[src/hdl/fcvbs_pkg.sv]
// package for the five-copy voting byte store
// request and response payload types, opcodes, status codes and defaults
`default_nettype none
package fcvbs_pkg;

  localparam int COPIES_DEF      = 5;
  localparam int STORE_CELLS_DEF = 256;

  localparam logic [7:0] CELL_ERASED = 8'hFF;

  typedef enum logic [1:0] {
    OP_VREAD  = 2'd0,
    OP_WRITE  = 2'd1,
    OP_RAW_WR = 2'd2,
    OP_RAW_RD = 2'd3
  } op_t;

  typedef enum logic [1:0] {
    ST_OK          = 2'd0,
    ST_REPAIRED    = 2'd1,
    ST_NO_MAJORITY = 2'd2,
    ST_RANGE       = 2'd3
  } status_t;

  typedef struct packed {
    logic [1:0] opcode;
    logic [7:0] address;
    logic [7:0] write_data;
  } req_t;

  typedef struct packed {
    logic [7:0] read_data;
    logic [1:0] status;
  } rsp_t;

endpackage
`default_nettype wire

[src/hdl/five_copy_voting_byte_store.sv]
// five-copy voting byte store, top level: sequencer, cell memory and vote logic
// depends on fcvbs_pkg
//
// Each logical byte lives in COPIES consecutive cells of a single-port cell memory
// (one access per cycle, registered read data). After reset the block first walks
// the memory writing the erased value 0xFF, one cell per cycle, so no request is
// taken until every cell has been cleared. Requests use the single memory port as
// follows: a raw cell read reads the cell; a raw cell write writes the cell and reads
// it back; a redundant write writes each copy in turn and reads back the first copy;
// a voted read reads each copy in turn and votes, then writes the majority value back
// to every copy when a copy has to be repaired; an address out of range is answered
// with a range status and no memory access. One request is handled at a time; a
// finished response waits in an output register while the next request is taken.
`default_nettype none
module five_copy_voting_byte_store
  import fcvbs_pkg::*;
#(
  parameter int COPIES      = COPIES_DEF,
  parameter int STORE_CELLS = STORE_CELLS_DEF
) (
  input  wire logic clk,
  input  wire logic rst,
  input  wire logic req_valid,
  output logic      req_stall,
  input  wire req_t req,
  output logic      rsp_valid,
  input  wire logic rsp_stall,
  output rsp_t      rsp
);

  localparam int CELL_W      = $clog2(STORE_CELLS);
  localparam int CNT_W       = $clog2(COPIES);
  localparam int VCNT_W      = $clog2(COPIES + 1);
  localparam int LOG_ENTRIES = STORE_CELLS / COPIES;
  localparam int MAJORITY    = COPIES / 2 + 1;

  typedef enum logic [3:0] {
    S_CLEAR,
    S_IDLE,
    S_RAW_WR,
    S_FILL,
    S_READ,
    S_READ_LAST,
    S_VOTE,
    S_PEEK,
    S_PEEK_DATA,
    S_DONE
  } state_t;

  state_t              state;
  logic [CELL_W-1:0]   clr_idx;
  logic [CELL_W-1:0]   base;
  logic [CELL_W-1:0]   peek_addr;
  logic [CNT_W-1:0]    cnt;
  logic                cap;
  logic [CNT_W-1:0]    cap_idx;
  logic [1:0]          op;
  logic [7:0]          fill_val;
  rsp_t                res;
  logic [7:0]          copy_q [COPIES];

  logic [7:0]          mem [STORE_CELLS];
  logic [7:0]          rd_data;
  logic [CELL_W-1:0]   mem_addr;
  logic                mem_we;
  logic [7:0]          mem_wdata;

  logic [VCNT_W-1:0]   match_cnt [COPIES];
  logic                all_agree;
  logic                maj_found;
  logic [CNT_W-1:0]    maj_sel;

  logic                log_range_bad;
  logic                raw_range_bad;
  logic                last_copy;

  assign req_stall     = (state != S_IDLE);
  assign log_range_bad = (32'(req.address) >= LOG_ENTRIES);
  assign raw_range_bad = (32'(req.address) >= STORE_CELLS);
  assign last_copy     = (cnt == CNT_W'(COPIES - 1));

  // memory port mux
  always_comb begin
    mem_we    = 1'b0;
    mem_addr  = peek_addr;
    mem_wdata = (state == S_CLEAR) ? CELL_ERASED : fill_val;
    case (state)
      S_CLEAR: begin
        mem_we   = 1'b1;
        mem_addr = clr_idx;
      end
      S_RAW_WR: begin
        mem_we   = 1'b1;
      end
      S_FILL: begin
        mem_we   = 1'b1;
        mem_addr = CELL_W'(base + CELL_W'(cnt));
      end
      S_READ: begin
        mem_addr = CELL_W'(base + CELL_W'(cnt));
      end
      default: begin
        mem_addr = peek_addr;
      end
    endcase
  end

  always_ff @(posedge clk) begin
    if (mem_we) begin
      mem[mem_addr] <= mem_wdata;
    end
    rd_data <= mem[mem_addr];
  end

  // match counts and first copy with a majority
  always_comb begin
    logic found;
    found   = 1'b0;
    maj_sel = '0;
    for (int i = 0; i < COPIES; i++) begin
      match_cnt[i] = '0;
      for (int j = 0; j < COPIES; j++) begin
        if (copy_q[i] == copy_q[j]) begin
          match_cnt[i] = VCNT_W'(match_cnt[i] + VCNT_W'(1));
        end
      end
    end
    for (int i = 0; i < COPIES; i++) begin
      if (!found && (match_cnt[i] >= VCNT_W'(MAJORITY))) begin
        found   = 1'b1;
        maj_sel = CNT_W'(i);
      end
    end
    maj_found = found;
    all_agree = (match_cnt[0] == VCNT_W'(COPIES));
  end

  always_ff @(posedge clk) begin
    if (cap) begin
      copy_q[cap_idx] <= rd_data;
    end
  end

  always_ff @(posedge clk) begin
    if (rst) begin
      state     <= S_CLEAR;
      clr_idx   <= '0;
      cap       <= 1'b0;
      rsp_valid <= 1'b0;
    end else begin
      cap <= (state == S_READ);
      if (rsp_valid && !rsp_stall && (state != S_DONE)) begin
        rsp_valid <= 1'b0;
      end
      case (state)
        S_CLEAR: begin
          clr_idx <= CELL_W'(clr_idx + CELL_W'(1));
          if (clr_idx == CELL_W'(STORE_CELLS - 1)) begin
            state <= S_IDLE;
          end
        end
        S_IDLE: begin
          if (req_valid) begin
            op        <= req.opcode;
            fill_val  <= req.write_data;
            base      <= CELL_W'(32'(req.address) * COPIES);
            peek_addr <= CELL_W'(req.address);
            cnt       <= '0;
            res.read_data <= '0;
            res.status    <= ST_RANGE;
            case (req.opcode)
              OP_RAW_WR: state <= raw_range_bad ? S_DONE : S_RAW_WR;
              OP_RAW_RD: state <= raw_range_bad ? S_DONE : S_PEEK;
              OP_WRITE:  state <= log_range_bad ? S_DONE : S_FILL;
              default:   state <= log_range_bad ? S_DONE : S_READ;
            endcase
          end
        end
        S_RAW_WR: begin
          state <= S_PEEK;
        end
        S_FILL: begin
          cnt <= CNT_W'(cnt + CNT_W'(1));
          if (last_copy) begin
            peek_addr <= base;
            state     <= (op == OP_WRITE) ? S_PEEK : S_DONE;
          end
        end
        S_READ: begin
          cap_idx <= cnt;
          cnt     <= CNT_W'(cnt + CNT_W'(1));
          if (last_copy) begin
            state <= S_READ_LAST;
          end
        end
        S_READ_LAST: begin
          state <= S_VOTE;
        end
        S_VOTE: begin
          cnt <= '0;
          if (all_agree) begin
            res.read_data <= copy_q[0];
            res.status    <= ST_OK;
            state         <= S_DONE;
          end else if (maj_found) begin
            res.read_data <= copy_q[maj_sel];
            res.status    <= ST_REPAIRED;
            fill_val      <= copy_q[maj_sel];
            state         <= S_FILL;
          end else begin
            res.read_data <= '0;
            res.status    <= ST_NO_MAJORITY;
            state         <= S_DONE;
          end
        end
        S_PEEK: begin
          state <= S_PEEK_DATA;
        end
        S_PEEK_DATA: begin
          res.status <= ST_OK;
          if (op == OP_WRITE) begin
            res.read_data <= (rd_data == fill_val) ? rd_data : 8'd0;
          end else begin
            res.read_data <= rd_data;
          end
          state <= S_DONE;
        end
        S_DONE: begin
          if (!rsp_valid || !rsp_stall) begin
            rsp       <= res;
            rsp_valid <= 1'b1;
            state     <= S_IDLE;
          end
        end
        default: begin
          state <= S_IDLE;
        end
      endcase
    end
  end

endmodule
`default_nettype wire
[config.mk]
export PLATFORM = sky130hd
export DESIGN_NAME = five_copy_voting_byte_store
export DESIGN_NICKNAME = d
export VERILOG_FILES = /design/src/hdl/fcvbs_pkg.sv /design/src/hdl/five_copy_voting_byte_store.sv
export SDC_FILE = /design/constraint.sdc
export NUM_CORES = 2
export LEC_CHECK = 0
export ABC_AREA = 0
export BUFFER_PORTS_ARGS = -buffer_cell sky130_fd_sc_hd__clkbuf_2
export CAP_MARGIN = 5
export CORE_MARGIN = 5
export CORE_UTILIZATION = 40
export CTS_CLUSTER_DIAMETER = 150
export DETAILED_ROUTE_END_ITERATION = 10
export PLACE_DENSITY = 0.55
export REMOVE_ABC_BUFFERS = 1
export SETUP_SLACK_MARGIN = 0.5
export SYNTH_ARGS = -nofsm -noshare
export SYNTH_HDL_FRONTEND = slang
export SYNTH_SLANG_ARGS = --single-unit
[constraint.sdc]
create_clock -name clk -period 5.83 [get_ports clk]
set_clock_uncertainty 0.05 [all_clocks]
set_input_delay 0.8745 -clock clk [delete_from_list [all_inputs] [get_ports clk]]
set_output_delay 0.8745 -clock clk [all_outputs]
set_load 0.02 [all_outputs]
==> flow_summary.json <==
{
  "port_buffers": 33,
  "worst_setup_path_start_kind": "register",
  "tightest_slew_ns": 1.38,
  "antenna_found_initial": 15,
  "layout_commonest_cell": "edfxtp_1",
  "peakVddDrop_uv": 277,
  "drive_above_1_share_pct": 12.7,
  "grt_use_total_pct": 25.2,
  "wire_per_inst_um": 29.4,
  "switching_share_pct": 23.2,
  "path_cells": "ha_1, fa_1, and4b_1, a22oi_2, buf_4, and2_4, buf_12, nor3_2, buf_4, nand3_1, nand3_1, a211oi_1, nor4_1, a211oi_1, or4b_1",
  "grt_max_degree": 165,
  "drt_pre_antenna_iters": 6,
  "cap_violations": 0,
  "switching_power_mw": 7.69,
  "synth_area_leader_cell": "edfxtp_1",
  "cts_max_level": 4,
  "drt_iter0_markers": 7507,
  "r2r_cells": 15,
  "yosysTopAreaCellShare_pct": 70.9,
  "via_per_inst": 5.96,
  "clk_pin_slew_worst_paths_ns": 0.06,
  "layout_common_cells": "2143 x edfxtp_1, 1615 x nand2_1, 663 x nand3_1",
  "status": "complete, no violations",
  "fp.dieH_um": 486,
  "power_frac_clock_pct": 42.8,
  "synth_edf_count": 2143,
  "crit_path_max_fanout": 51,
  "pwr-share-comb_pct": 6.0,
  "internal_power_mw": 25.4,
  "dp_hpwl_mm": 191,
  "cts-root-buf": "clkbuf_16",
  "p_leak_nw": 38.3,
  "rsz0062_at_grt": "yes",
  "synth_seq_cells": 2165,
  "numCtsBuffers": 223,
  "relSlewSlack_pct": 7.54,
  "seq_area_frac_synth_pct": 71.3,
  "cpPeakStageDelay_ns": 0.85,
  "ys.flop_type": "edfxtp_1",
  "seqPwrFrac_pct": 51.2,
  "std_cell_rows": 175,
  "cp.required_ns": 6.63,
  "cts_tree": "yes",
  "ctsLongestPathBuffers": 3,
  "hold_depth": 1,
  "setup.worst_path.end_class": "register",
  "cpMaxStageDelayCell": "a211oi_1",
  "postRouteAntennaNets": 0,
  "async_flop_share_pct": 0,
  "synth_area_mm2": 0.0908,
  "p_total_mw": 33.1,
  "setup-tns-final_ns": 0,
  "hold_class": "primary input to register",
  "syn_to_final_growth_pct": 14.7,
  "synth.distinct_cells": 88,
  "initial_core_util_pct": 40.1,
  "critPathArrivalTime_ns": 6.29,
  "postSynthAreaPerCell_um2": 13.0,
  "gr-total-overflow": 0,
  "criticalPathCategory": "register to register",
  "route.detailed.drc": 0,
  "vias": 62100,
  "die_x_um": 486,
  "wirelength_mm": 306,
  "fmax_ghz": 0.182,
  "dieArea_mm2": 0.237,
  "fin_nets": 7273,
  "hold_violations": 0,
  "yosysWarnings": 0,
  "place.gp.congestion": 0.911,
  "grt_pass1_wl_mm": 437,
  "pwr_density_cell_mw_per_mm2": 318,
  "cts_sinks": 2165,
  "clk_latency_ns": 0.90,
  "setup_violations": 0,
  "synth.area.top_cells": "edfxtp_1 71%, nand2_1 6.7%, nand3_1 3.7%",
  "coreArea_mm2": 0.227,
  "io_pins": 34,
  "finalMaxSlewViolations": 0,
  "final.fill_count": 20100,
  "period_needed_ns": 5.49,
  "post-route-period-util_pct": 94.2,
  "ctsHoldBuffers": 0,
  "grt_pass1_vias": 59200,
  "synthCells": 7010
}
==> registers in the layout, summed over array words and instances, names as in the netlist <==
| signal | flops |
|---|---|
| fill_val | 8 |
| rd_data | 8 |
| cap | 1 |
| res | 10 |
| cnt | 3 |
| op | 2 |
| rsp | 10 |
| rsp_valid | 1 |
| clr_idx | 8 |
| peek_addr | 8 |
| cap_idx | 3 |
| copy_q | 43 |
| state | 4 |
| mem | 2048 |
| base | 8 |
==> cell usage after synthesis, drive strengths merged, types with 44 or more instances <==
| cell type | count |
|---|---|
| nor2 | 348 |
| a21oi | 165 |
| a311oi | 104 |
| clkbuf | 195 |
| edfxtp | 2143 |
| xnor2 | 64 |
| a22oi | 62 |
| a221oi | 58 |
| and3 | 167 |
| a211oi | 156 |
| mux2i | 132 |
| nand4 | 44 |
| a31oi | 146 |
| nand3 | 671 |
| buf | 339 |
| nand2 | 1620 |
==> worst max-delay path, delay by kind of cell, from the launching register on <==
family	cells	cell delay (ns)
buf+inv	3	0.77
flops	1	0.45
simple gates	7	1.55
compound gates	3	1.74
fa+ha+maj	2	0.80
==> routing by layer <==
layer  GRT usage (%)  vias up  part of all wire (%)
li1                -    26700                     -
met1            35.3    31700                    41
met2            38.6     3126                    45
met3            5.56      636                   9.6
met4            10.0        6                   4.4
met5               0        -                 0.013
==> area by class of cell <==
class | count | area (µm²) | share of cell area [%]
sequential | 2165 | 64800 | 62.2
multi-input combinational | 4294 | 23800 | 22.9
clock buffer | 289 | 5950 | 5.71
timing repair buffer | 510 | 4470 | 4.29
tap | 3009 | 3760 | 3.61
clock inverter | 124 | 1260 | 1.21
inverter | 19 | 71.3 | 0.0685
antenna | 9 | 22.5 | 0.0216
==> final timing paths <==
check                           startpoint          to  slack (ns)
worst max-delay path                cnt[0]  rd_data[1]        0.34
worst max register to register      cnt[0]  rd_data[1]        0.34
worst min-delay path               req[17]       op[1]        0.19
worst min register to register      res[1]      rsp[1]        0.37
==> logic make-up after synthesis <==
kind of cell | count (synthesis) | share of synthesized area [%]
AOI/OAI and AO/OA | 973 | 7.78
xor gates and xnor gates | 107 | 1.06
adders and majority gates | 38 | 0.573
buffers and inverters | 553 | 2.75
DFF | 2165 | 71.3
muxes | 172 | 2.11
and+or+nand+nor | 3002 | 14.4
==> repair_timing <==
action / CTS / global route
pin swaps: 1 / 2
gates resized for setup: 1 / 13
cloned: 1 / 1
hold endpoints to repair: 0 / 0
setup endpoints to repair: 4 / 42
setup buffers: 5 / 3
==> power groups by stage <==
stage | sequential, mW | clock (mW) | combinational (mW)
finish | 16.9 | 14.2 | 1.97
global route | 16.9 | 15.0 | 2.06
CTS | 16.9 | 14.3 | 1.94
detailed placement | 17.3 | 0 | 1.92
global placement | 17.3 | 0 | 1.92
floorplan | 17.2 | 0 | 1.45
==> stage by stage <==
| stage | util (%) | setup WS (ns) | hold slack (ns) | instance area, µm² | cells |
|---|---|---|---|---|---|
| floorplan | - | -23.29 | 0.350 | 88400 | 6476 |
| global placement | 42.7 | 0.0209 | 0.355 | 96800 | 9983 |
| detailed placement | 42.7 | 0.261 | 0.356 | 96800 | 9987 |
| CTS | 45.9 | 0.276 | 0.126 | 104000 | 10400 |
| global route | 46.0 | 0.435 | 0.149 | 104000 | 10400 |
| finish | 46.0 | 0.340 | 0.192 | 104000 | 10400 |
Note: power is estimated with default switching activity, not from simulation.
